**config.mk**
```make
export PLATFORM = sky130hd
export DESIGN_NAME = char_lcd_text_nibble_writer
export DESIGN_NICKNAME = d
export VERILOG_FILES = /design/src/sv/lcdnw_pkg.sv /design/src/sv/lcdnw_front.sv /design/src/sv/lcdnw_queue.sv /design/src/sv/lcdnw_back.sv /design/src/sv/char_lcd_text_nibble_writer.sv
export VERILOG_INCLUDE_DIRS = /design/src /design/src/sv
export SDC_FILE = /design/constraint.sdc
export NUM_CORES = 1
export LEC_CHECK = 0
export BUFFER_PORTS_ARGS = -buffer_cell sky130_fd_sc_hd__clkbuf_2
export CAP_MARGIN = 5
export CELL_PAD_IN_SITES_DETAIL_PLACEMENT = 1
export CELL_PAD_IN_SITES_GLOBAL_PLACEMENT = 1
export CORE_UTILIZATION = 42
export DETAILED_ROUTE_END_ITERATION = 8
export PLACE_DENSITY = 0.73
export SYNTH_ARGS = -nofsm -noshare
export SYNTH_HDL_FRONTEND = slang
export SYNTH_SLANG_ARGS = --single-unit
```
**constraint.sdc**
```tcl
create_clock -name clk -period 6.47 [get_ports clk]
set_input_delay 0 -clock clk [delete_from_list [all_inputs] [get_ports clk]]
set_output_delay 0 -clock clk [all_outputs]
set_load 0.01 [all_outputs]
```
**src/sv/char_lcd_text_nibble_writer_assert.svh**
```systemverilog
// Assertion macros shared by the LCD nibble writer modules.
`ifndef CHAR_LCD_TEXT_NIBBLE_WRITER_ASSERT_SVH
`define CHAR_LCD_TEXT_NIBBLE_WRITER_ASSERT_SVH

`ifndef NO_ASSERTIONS
`define LCDNW_ASSERT(lbl, clk, rst, prop) \
  lbl: assert property (@(posedge clk) disable iff (rst) (prop)) \
    else $error("assertion failed");
`define LCDNW_ASSERT_NEXT(lbl, clk, rst, pre, post) \
  lbl: assert property (@(posedge clk) disable iff (rst) (pre) |=> (post)) \
    else $error("assertion failed");
`else
`define LCDNW_ASSERT(lbl, clk, rst, prop)
`define LCDNW_ASSERT_NEXT(lbl, clk, rst, pre, post)
`endif

`endif

```
**src/sv/lcdnw_pkg.sv**
```systemverilog
// Types, constants and helper functions for the LCD nibble writer.
`timescale 1ns / 1ps
package lcdnw_pkg;

  localparam int COL_W  = 6;
  localparam int ROW_W  = 2;
  localparam int RCNT_W = 3;
  localparam int BYTE_W = 8;
  localparam int NIB_W  = 4;
  localparam int CFG_DATA_W = 6;

  localparam int QUEUE_DEPTH_DEFAULT = 4;

  localparam logic [COL_W-1:0]  COLUMN_COUNT_RESET = 6'd16;
  localparam logic [RCNT_W-1:0] ROW_COUNT_RESET    = 3'd2;
  localparam logic [RCNT_W-1:0] ROW_OFFSET_COUNT   = 3'd4;

  localparam logic [BYTE_W-1:0] DDRAM_SET  = 8'h80;
  localparam logic [BYTE_W-1:0] CHAR_NUL   = 8'h00;
  localparam logic [BYTE_W-1:0] CHAR_LF    = 8'h0A;
  localparam logic [BYTE_W-1:0] CHAR_CR    = 8'h0D;
  localparam logic [NIB_W-1:0]  NIB_MASK   = 4'hF;

  localparam logic CFG_COLUMN_COUNT = 1'b0;
  localparam logic CFG_ROW_COUNT    = 1'b1;

  localparam logic RS_COMMAND = 1'b0;
  localparam logic RS_DATA    = 1'b1;

  typedef enum logic [1:0] {
    ACT_TEXT = 2'd0,
    ACT_MOVE = 2'd1,
    ACT_CMD  = 2'd2,
    ACT_DATA = 2'd3
  } action_t;

  // One byte write request for the bus side.
  typedef struct packed {
    logic              rs;
    logic [BYTE_W-1:0] data;
    logic              last;
  } lcd_req_t;

  function automatic logic [BYTE_W-1:0] row_base(input logic [ROW_W-1:0] row);
    logic [BYTE_W-1:0] base;
    case (row)
      2'd0:    base = 8'h00;
      2'd1:    base = 8'h40;
      2'd2:    base = 8'h14;
      2'd3:    base = 8'h54;
      default: base = 8'h00;
    endcase
    return base;
  endfunction

  // Rows at or beyond the display height (or the offset table) go to row 0.
  function automatic logic [ROW_W-1:0] fix_row(input logic [RCNT_W-1:0] row,
                                               input logic [RCNT_W-1:0] rows);
    logic [ROW_W-1:0] r;
    if (row >= rows || row >= ROW_OFFSET_COUNT) begin
      r = '0;
    end else begin
      r = row[ROW_W-1:0];
    end
    return r;
  endfunction

  function automatic logic [BYTE_W-1:0] ddram_cmd(input logic [COL_W-1:0] col,
                                                  input logic [ROW_W-1:0] row);
    logic [BYTE_W-1:0] addr;
    addr = {{(BYTE_W-COL_W){1'b0}}, col} + row_base(row);
    return DDRAM_SET | addr;
  endfunction

endpackage

```
**src/sv/lcdnw_front.sv**
```systemverilog
// Front end: takes requests, tracks the cursor and issues byte writes.
`timescale 1ns / 1ps
module lcdnw_front (
  input  logic                           clk,
  input  logic                           rst,
  input  logic                           push,
  output logic                           full,
  input  logic [1:0]                     action,
  input  logic [lcdnw_pkg::BYTE_W-1:0]   byte_value,
  input  logic [lcdnw_pkg::COL_W-1:0]    target_column,
  input  logic [lcdnw_pkg::RCNT_W-1:0]   target_row,
  input  logic                           cfg_valid,
  output logic                           cfg_ready,
  input  logic                           cfg_index,
  input  logic [lcdnw_pkg::CFG_DATA_W-1:0] cfg_data,
  output logic                           q_push,
  input  logic                           q_full,
  output lcdnw_pkg::lcd_req_t            q_req
);
  import lcdnw_pkg::*;

  `include "char_lcd_text_nibble_writer_assert.svh"

  logic [COL_W-1:0]  column_count;
  logic [RCNT_W-1:0] row_count;
  logic [COL_W-1:0]  cursor_column, cursor_column_next;
  logic [ROW_W-1:0]  cursor_row, cursor_row_next;
  logic [1:0]        pend_count, pend_count_next;
  lcd_req_t          pend0, pend1, pend0_next, pend1_next;

  logic              in_acc, q_acc, wrap;
  logic [ROW_W-1:0]  r1, r_nl, r_cr, r_mv;
  logic [COL_W-1:0]  c1;
  lcd_req_t          wrap_req, main_req;
  logic [1:0]        n_req;
  action_t           act;

  assign cfg_ready = 1'b1;
  assign act       = action_t'(action);
  assign q_acc     = q_push && !q_full;
  assign q_push    = pend_count != 2'd0;
  assign q_req     = pend0;
  assign full      = !(pend_count == 2'd0 || (pend_count == 2'd1 && q_acc));
  assign in_acc    = push && !full;

  always_comb begin
    wrap = cursor_column >= column_count;
    r1   = wrap ? fix_row({1'b0, cursor_row} + 3'd1, row_count) : cursor_row;
    c1   = wrap ? '0 : cursor_column;
    r_nl = fix_row({1'b0, r1} + 3'd1, row_count);
    r_cr = fix_row({1'b0, r1}, row_count);
    r_mv = fix_row(target_row, row_count);

    wrap_req = '{rs: RS_COMMAND, data: ddram_cmd('0, r1), last: 1'b0};
    main_req = '{rs: RS_DATA, data: byte_value, last: 1'b1};
    cursor_column_next = cursor_column;
    cursor_row_next    = cursor_row;
    n_req              = 2'd1;

    case (act)
      ACT_TEXT: begin
        if (byte_value == CHAR_NUL) begin
          n_req = 2'd0;
        end else begin
          n_req = wrap ? 2'd2 : 2'd1;
          if (byte_value == CHAR_LF) begin
            main_req           = '{rs: RS_COMMAND, data: ddram_cmd(c1, r_nl), last: 1'b1};
            cursor_column_next = c1;
            cursor_row_next    = r_nl;
          end else if (byte_value == CHAR_CR) begin
            main_req           = '{rs: RS_COMMAND, data: ddram_cmd('0, r_cr), last: 1'b1};
            cursor_column_next = '0;
            cursor_row_next    = r_cr;
          end else begin
            cursor_column_next = c1 + 6'd1;
            cursor_row_next    = r1;
          end
        end
      end
      ACT_MOVE: begin
        main_req           = '{rs: RS_COMMAND, data: ddram_cmd(target_column, r_mv),
                               last: 1'b1};
        cursor_column_next = target_column;
        cursor_row_next    = r_mv;
      end
      ACT_CMD: begin
        main_req = '{rs: RS_COMMAND, data: byte_value, last: 1'b1};
      end
      default: begin
        main_req = '{rs: RS_DATA, data: byte_value, last: 1'b1};
      end
    endcase
  end

  always_comb begin
    pend_count_next = pend_count;
    pend0_next      = pend0;
    pend1_next      = pend1;
    if (in_acc) begin
      pend_count_next = n_req;
      pend0_next      = (n_req == 2'd2) ? wrap_req : main_req;
      pend1_next      = main_req;
    end else if (q_acc) begin
      pend_count_next = pend_count - 2'd1;
      pend0_next      = pend1;
    end
  end

  always_ff @(posedge clk) begin
    if (rst) begin
      column_count  <= COLUMN_COUNT_RESET;
      row_count     <= ROW_COUNT_RESET;
      cursor_column <= '0;
      cursor_row    <= '0;
      pend_count    <= '0;
    end else begin
      if (cfg_valid && cfg_ready) begin
        case (cfg_index)
          CFG_COLUMN_COUNT: column_count <= cfg_data[COL_W-1:0];
          CFG_ROW_COUNT:    row_count    <= cfg_data[RCNT_W-1:0];
          default: ;
        endcase
      end
      if (in_acc) begin
        cursor_column <= cursor_column_next;
        cursor_row    <= cursor_row_next;
      end
      pend_count <= pend_count_next;
    end
  end

  always_ff @(posedge clk) begin
    pend0 <= pend0_next;
    pend1 <= pend1_next;
  end

  `LCDNW_ASSERT(a_pend_busy, clk, rst, (pend_count != 2'd2) || full)

endmodule

```
**src/sv/lcdnw_queue.sv**
```systemverilog
// Short request queue between the front end and the bus side.
`timescale 1ns / 1ps
module lcdnw_queue #(
  parameter int DEPTH = lcdnw_pkg::QUEUE_DEPTH_DEFAULT
) (
  input  logic                clk,
  input  logic                rst,
  input  logic                push,
  output logic                full,
  input  lcdnw_pkg::lcd_req_t wr_req,
  input  logic                pop,
  output logic                empty,
  output lcdnw_pkg::lcd_req_t rd_req
);
  import lcdnw_pkg::*;

  `include "char_lcd_text_nibble_writer_assert.svh"

  localparam int PtrW = (DEPTH > 1) ? $clog2(DEPTH) : 1;
  localparam int CntW = $clog2(DEPTH + 1);

  lcd_req_t          entries [DEPTH];
  logic [PtrW-1:0]   wr_ptr, rd_ptr;
  logic [CntW-1:0]   count;
  logic              wr_en, rd_en;

  assign full   = count == CntW'(DEPTH);
  assign empty  = count == '0;
  assign wr_en  = push && !full;
  assign rd_en  = pop && !empty;
  assign rd_req = entries[rd_ptr];

  always_ff @(posedge clk) begin
    if (rst) begin
      wr_ptr <= '0;
      rd_ptr <= '0;
      count  <= '0;
    end else begin
      if (wr_en) begin
        wr_ptr <= (wr_ptr == PtrW'(DEPTH - 1)) ? '0 : wr_ptr + 1'b1;
      end
      if (rd_en) begin
        rd_ptr <= (rd_ptr == PtrW'(DEPTH - 1)) ? '0 : rd_ptr + 1'b1;
      end
      if (wr_en && !rd_en) begin
        count <= count + 1'b1;
      end else if (rd_en && !wr_en) begin
        count <= count - 1'b1;
      end
    end
  end

  always_ff @(posedge clk) begin
    if (wr_en) begin
      entries[wr_ptr] <= wr_req;
    end
  end

  `LCDNW_ASSERT(a_count_bound, clk, rst, count <= CntW'(DEPTH))
  `LCDNW_ASSERT_NEXT(a_count_inc, clk, rst, wr_en && !rd_en, count == $past(count) + 1'b1)

endmodule

```
**src/sv/lcdnw_back.sv**
```systemverilog
// Bus side: splits each byte write into two nibble writes, high nibble first.
`timescale 1ns / 1ps
module lcdnw_back (
  input  logic                         clk,
  input  logic                         rst,
  input  logic                         q_empty,
  output logic                         q_pop,
  input  lcdnw_pkg::lcd_req_t          q_req,
  output logic                         empty,
  input  logic                         pop,
  output logic                         register_select,
  output logic [lcdnw_pkg::NIB_W-1:0]  nibble,
  output logic                         last
);
  import lcdnw_pkg::*;

  `include "char_lcd_text_nibble_writer_assert.svh"

  logic             out_valid, lo_pending;
  logic             out_rs, out_last, lo_rs, lo_last;
  logic [NIB_W-1:0] out_nib, lo_nib;
  logic             slot_free;

  assign slot_free       = !out_valid || pop;
  assign q_pop           = slot_free && !lo_pending && !q_empty;
  assign empty           = !out_valid;
  assign register_select = out_rs;
  assign nibble          = out_nib;
  assign last            = out_last;

  always_ff @(posedge clk) begin
    if (rst) begin
      out_valid  <= 1'b0;
      lo_pending <= 1'b0;
    end else if (slot_free) begin
      if (lo_pending) begin
        out_valid  <= 1'b1;
        lo_pending <= 1'b0;
      end else begin
        out_valid  <= !q_empty;
        lo_pending <= !q_empty;
      end
    end
  end

  always_ff @(posedge clk) begin
    if (slot_free) begin
      if (lo_pending) begin
        out_rs   <= lo_rs;
        out_nib  <= lo_nib;
        out_last <= lo_last;
      end else if (!q_empty) begin
        out_rs   <= q_req.rs;
        out_nib  <= q_req.data[BYTE_W-1:NIB_W];
        out_last <= 1'b0;
        lo_rs    <= q_req.rs;
        lo_nib   <= q_req.data[NIB_W-1:0] & NIB_MASK;
        lo_last  <= q_req.last;
      end
    end
  end

  `LCDNW_ASSERT(a_lo_needs_out, clk, rst, !lo_pending || out_valid)
  `LCDNW_ASSERT(a_last_is_low, clk, rst, !(out_valid && out_last) || !lo_pending)

endmodule

```
**src/sv/char_lcd_text_nibble_writer.sv**
```systemverilog
// Top level of the character LCD 4-bit nibble writer.
// Data path: front pending buffer, then the queue, then the back output register.
// Throughput: one nibble per cycle on the result side while pop stays high; an item
//   yields 0, 2 or 4 nibbles, so the output side sets the sustained item rate.
// Input takes an item each cycle while the front byte buffer and queue have room.
// Reset: cursor at column 0 row 0, column_count 16, row_count 2, queue empty.
`timescale 1ns / 1ps
module char_lcd_text_nibble_writer #(
  parameter int QUEUE_DEPTH = lcdnw_pkg::QUEUE_DEPTH_DEFAULT
) (
  input  logic                             clk,
  input  logic                             rst,
  input  logic                             push,
  output logic                             full,
  input  logic [1:0]                       action,
  input  logic [lcdnw_pkg::BYTE_W-1:0]     byte_value,
  input  logic [lcdnw_pkg::COL_W-1:0]      target_column,
  input  logic [lcdnw_pkg::RCNT_W-1:0]     target_row,
  output logic                             empty,
  input  logic                             pop,
  output logic                             register_select,
  output logic [lcdnw_pkg::NIB_W-1:0]      nibble,
  output logic                             last,
  input  logic                             cfg_valid,
  output logic                             cfg_ready,
  input  logic                             cfg_index,
  input  logic [lcdnw_pkg::CFG_DATA_W-1:0] cfg_data
);
  import lcdnw_pkg::*;

  logic     fq_push, fq_full, bq_empty, bq_pop;
  lcd_req_t fq_req, bq_req;

  lcdnw_front u_front (
    .clk           (clk),
    .rst           (rst),
    .push          (push),
    .full          (full),
    .action        (action),
    .byte_value    (byte_value),
    .target_column (target_column),
    .target_row    (target_row),
    .cfg_valid     (cfg_valid),
    .cfg_ready     (cfg_ready),
    .cfg_index     (cfg_index),
    .cfg_data      (cfg_data),
    .q_push        (fq_push),
    .q_full        (fq_full),
    .q_req         (fq_req)
  );

  lcdnw_queue #(
    .DEPTH (QUEUE_DEPTH)
  ) u_queue (
    .clk    (clk),
    .rst    (rst),
    .push   (fq_push),
    .full   (fq_full),
    .wr_req (fq_req),
    .pop    (bq_pop),
    .empty  (bq_empty),
    .rd_req (bq_req)
  );

  lcdnw_back u_back (
    .clk             (clk),
    .rst             (rst),
    .q_empty         (bq_empty),
    .q_pop           (bq_pop),
    .q_req           (bq_req),
    .empty           (empty),
    .pop             (pop),
    .register_select (register_select),
    .nibble          (nibble),
    .last            (last)
  );

endmodule

```
==> results.md <==
* Worst hold path type: in2reg
* DRT iter0 DRCs at 170
* Final Util at 0.493
* Required time worst endpoint at ~6.6 ns
* CTS sink cnt at approximately 100
* Endpoints failing setup at 0
* Fmax at just over 200 MHz
* Die Y at 114 µm
* Gpl congestion at between 0.8 and 0.9
* Die width at 114 µm
* CP most frequent cell: ha_1
* Leakage power at ~2.3 nW
* # DRC at 0
* Largest net degree at the start of global routing at 30
* Pre-antenna DRT Iters at 4
* Post-Synth Simple-Gate Area at 0.129
* Hold_sp: cfg_index
* P&R area growth vs syn at 13.3%
* PwrDens at ~390 nW/µm²
* Clock Tree Buf Depth at 2
* TNS Setup at 0 ns
* Share of layout cells above drive strength 1 at 0.158
* Pre-CTS setup slack at ~1.7 ns
* Design Area, Final at between 5000 and 6000 µm²
* Register area share after synthesis at 0.519
* CTS root buf: clkbuf_16
* Initial antenna violation count at 0
* Delay-heaviest family, CP: compound AO/OA/AOI/OAI gates
* Final wirelength at ~12000 µm
* Vias in the first global route at 3878
* Post-synth top area cell: edfxtp_1
* CP bufs+invs at 1
* Standard-cell row count at 40
* Global Route Usage Sum at 0.204
* Synth cell count leaders: edfxtp_1, nor2_1, ha_1
* Worst r2r path cells at 19
* Grt ovf at 0
* Min Tclk post-route at 4.86 ns
* Core area at approximately 12000 µm²
* Run status: completed
* CP Class: reg2reg
* CTS H-Tree Depth at 3
* Slowest-stage cell, CP: mux2_2
* Avg WL per Cell at ~18 µm
* Final Cycle Share at 0.752
* Via density at ~5.5
* Net count, final at between 500 and 600
* Synth top area cells: edfxtp_1, dfxtp_1, ha_1
* Synth Area in Compound Gates at 0.133
* DP Wirelength at 9410 µm
* Num CTS Buffers at 9
* Worst r2r dst: u_front.q_req[7]$_DFFE_PP_
* Worst hold stages at 3
* IO Pins at 40
* Mapped Nets at 532
* Placed Instances at 650
* Async SR Flop Fraction at 0
* Critical path data arrival time at slightly below 5 ns
* Synth warn at 0
* Placed instance area at between 5000 and 6000 µm²
* Worst-Skew Late Latency at 0.35 ns
* Fin worst setup slack at 1.61 ns
* Hold path endpoint: u_front.row_count[1]$_SDFFE_PP1P_
* Post-Synth Adder-Cell Area at 0.101
* Post-CTS sizing at 0
* CTS tree: done
* Post-Layout Cell Count at roughly 680
* Final max-slew violation count at 0
* # fillers at around 1300
* Maxcap violations at 0
* Crit path cell chain: ha_1 -> ha_1 -> a211oi_1 -> o21ai_0 -> nand2b_1 -> mux2_2 -> inv_1 -> ha_1 -> ha_1 -> a211o_1 -> a31oi_1 -> and2_1 -> ha_1 -> and2_1 -> o21ai_0 -> xnor2_1 -> o211ai_1 -> a31oi_1 -> o31ai_1
* Die area at about 13000 µm²
* R2R setup slack at 1.61 ns
* Largest family of logic cells by synthesized area: compound AO/OA/AOI/OAI gates
* Slew headroom at 0.186
* Critical Path Fanout Max at 7
* Starting Density at 0.435
* Final Hold Vio Count at 0
* Worst-margin pin slew at approximately 1.2 ns
* Most common cell in the synthesized netlist: edfxtp_1
* Dominant synthesized flop cell: edfxtp_1
* Post-route ant nets at 0
* Reg clk slew, reported paths at roughly 0.07 ns
* Post-synthesis mux area share at 0.0710
* Max incr delay on CP at 0.36 ns
* Distinct cells, synth at 65
* Port bufs at 38
* Crit end category: register
* Unrepaired setup endpoints after global routing: false
* Max IR drop VDD at 0.117 mV
* Worst Skew at ~0.011 ns
* Post-synthesis xor/xnor area fraction at 0.0133
* Post-synth EDFFs at 71
* Syn Std Cell Area at 5270 µm²
* Number of antenna cells inserted at 0
* Avg Synthesized Cell Area at between 10 and 15 µm²
* Origin of the critical flop-to-flop path: u_front.cursor_row[0]$_SDFFE_PP0P_
* Mapped Cells at 459
* First-pass GRT wire length at 19700 µm
* Flops & latches, synth at ~100
* DR vias at between 3000 and 4000
* CP Launch Type: register
* Synth top area share at 0.405
==> where the power goes <==
part	internal (mW)	switching, mW
clock network	0.260	0.230
registers	0.982	0.126
logic	0.306	0.400
==> worst max-delay path by stage <==
stage                                             startpoint  depth (start not counted)  slack, ns                         end
after detailed placement  u_front.cursor_row[0]$_SDFFE_PP0P_                         19       1.70  u_front.q_req[7]$_DFFE_PP_
after global routing      u_front.cursor_row[0]$_SDFFE_PP0P_                         20       1.35  u_front.q_req[7]$_DFFE_PP_
after global placement    u_front.cursor_row[0]$_SDFFE_PP0P_                         19       2.05  u_front.q_req[7]$_DFFE_PP_
final                     u_front.cursor_row[0]$_SDFFE_PP0P_                         19       1.61  u_front.q_req[7]$_DFFE_PP_
after floorplan           u_front.cursor_row[0]$_SDFFE_PP0P_                         19       2.28  u_front.q_req[7]$_DFFE_PP_
after CTS                 u_front.cursor_row[0]$_SDFFE_PP0P_                         19       1.69  u_front.q_req[7]$_DFFE_PP_
==> cells in the final DEF (no fill, tap or decap), types with 10 or more instances in the layout <==
| master | count |
|---|---|
| edfxtp_1 | 71 |
| nor2_1 | 48 |
| ha_1 | 41 |
| clkbuf_2 | 38 |
| dfxtp_1 | 30 |
| a21oi_1 | 29 |
| inv_1 | 28 |
| nand2_1 | 27 |
| and2_1 | 16 |
| o21ai_0 | 14 |
| nand2b_1 | 11 |
| mux4_2 | 10 |
| dlygate4sd3_1 | 10 |
==> worst register-to-register path, cell delays in order (launching register included) <==
cell,delay [ns]
dfxtp_1,0.35
ha_1,0.32
ha_1,0.20
a211oi_1,0.21
o21ai_0,0.15
nand2b_1,0.21
mux2_2,0.36
inv_1,0.13
ha_1,0.20
ha_1,0.26
a211o_1,0.30
a31oi_1,0.28
and2_1,0.26
ha_1,0.29
and2_1,0.16
o21ai_0,0.26
xnor2_1,0.16
o211ai_1,0.10
a31oi_1,0.29
o31ai_1,0.11
==> what timing repair did <==
item,in CTS,in global routing
setup buffers,0,0
hold endpoints to repair,10,0
hold buffers,10,0
==> stage by stage <==
| stage | hold slack [ns] | power [mW] |
|---|---|---|
| floorplan | 0.118 | 1.60 |
| global placement | 0.203 | 1.78 |
| detailed placement | 0.211 | 1.84 |
| CTS | 0.0123 | 2.33 |
| global route | 0.0383 | 2.45 |
| finish | 0.0199 | 2.30 |
==> cell families (layout without fill, tap and decap cells) <==
kind of cell	count (synthesis)	in the layout
flops	101	101
other cells	1	1
xor+xnor	8	8
fa+ha+maj	42	42
compound gates	103	103
simple gates	136	136
mux	24	24
buf+inv	44	92
==> sequential cells by signal (all words and copies together), names as in the netlist, 2 cells and up, named ones only <==
name,flops
u_back.nibble,4
u_queue.entries,40
u_queue.count,3
u_back.lo_nib,4
u_front.row_count,3
u_front.pend1,9
u_queue.wr_ptr,2
u_queue.rd_ptr,2
u_front.cursor_column,6
u_front.pend_count,2
u_front.q_req,10
u_front.cursor_row,2
u_front.column_count,6
==> cell type report <==
| class | count | area [µm²] | share of cell area |
|---|---|---|---|
| clock buffer | 10 | 229 | 0.0384 |
| clock inverter | 5 | 37.5 | 0.00629 |
| inverter | 29 | 109 | 0.0182 |
| multi-input combinational | 314 | 2360 | 0.395 |
| sequential | 101 | 2730 | 0.458 |
| tap | 168 | 210 | 0.0352 |
| timing repair buffer | 48 | 290 | 0.0486 |
==> metal layers <==
layer / vias to the layer above / track usage / wire [µm]
met2: 67 / 0.373 / 6410
li1: 1781 / - / -
met3: 25 / 0.0452 / 393
met5: - / 0 / 0
met4: 0 / 0.0848 / 309
met1: 1866 / 0.227 / 5180
Power figures use the tool's default switching activity.
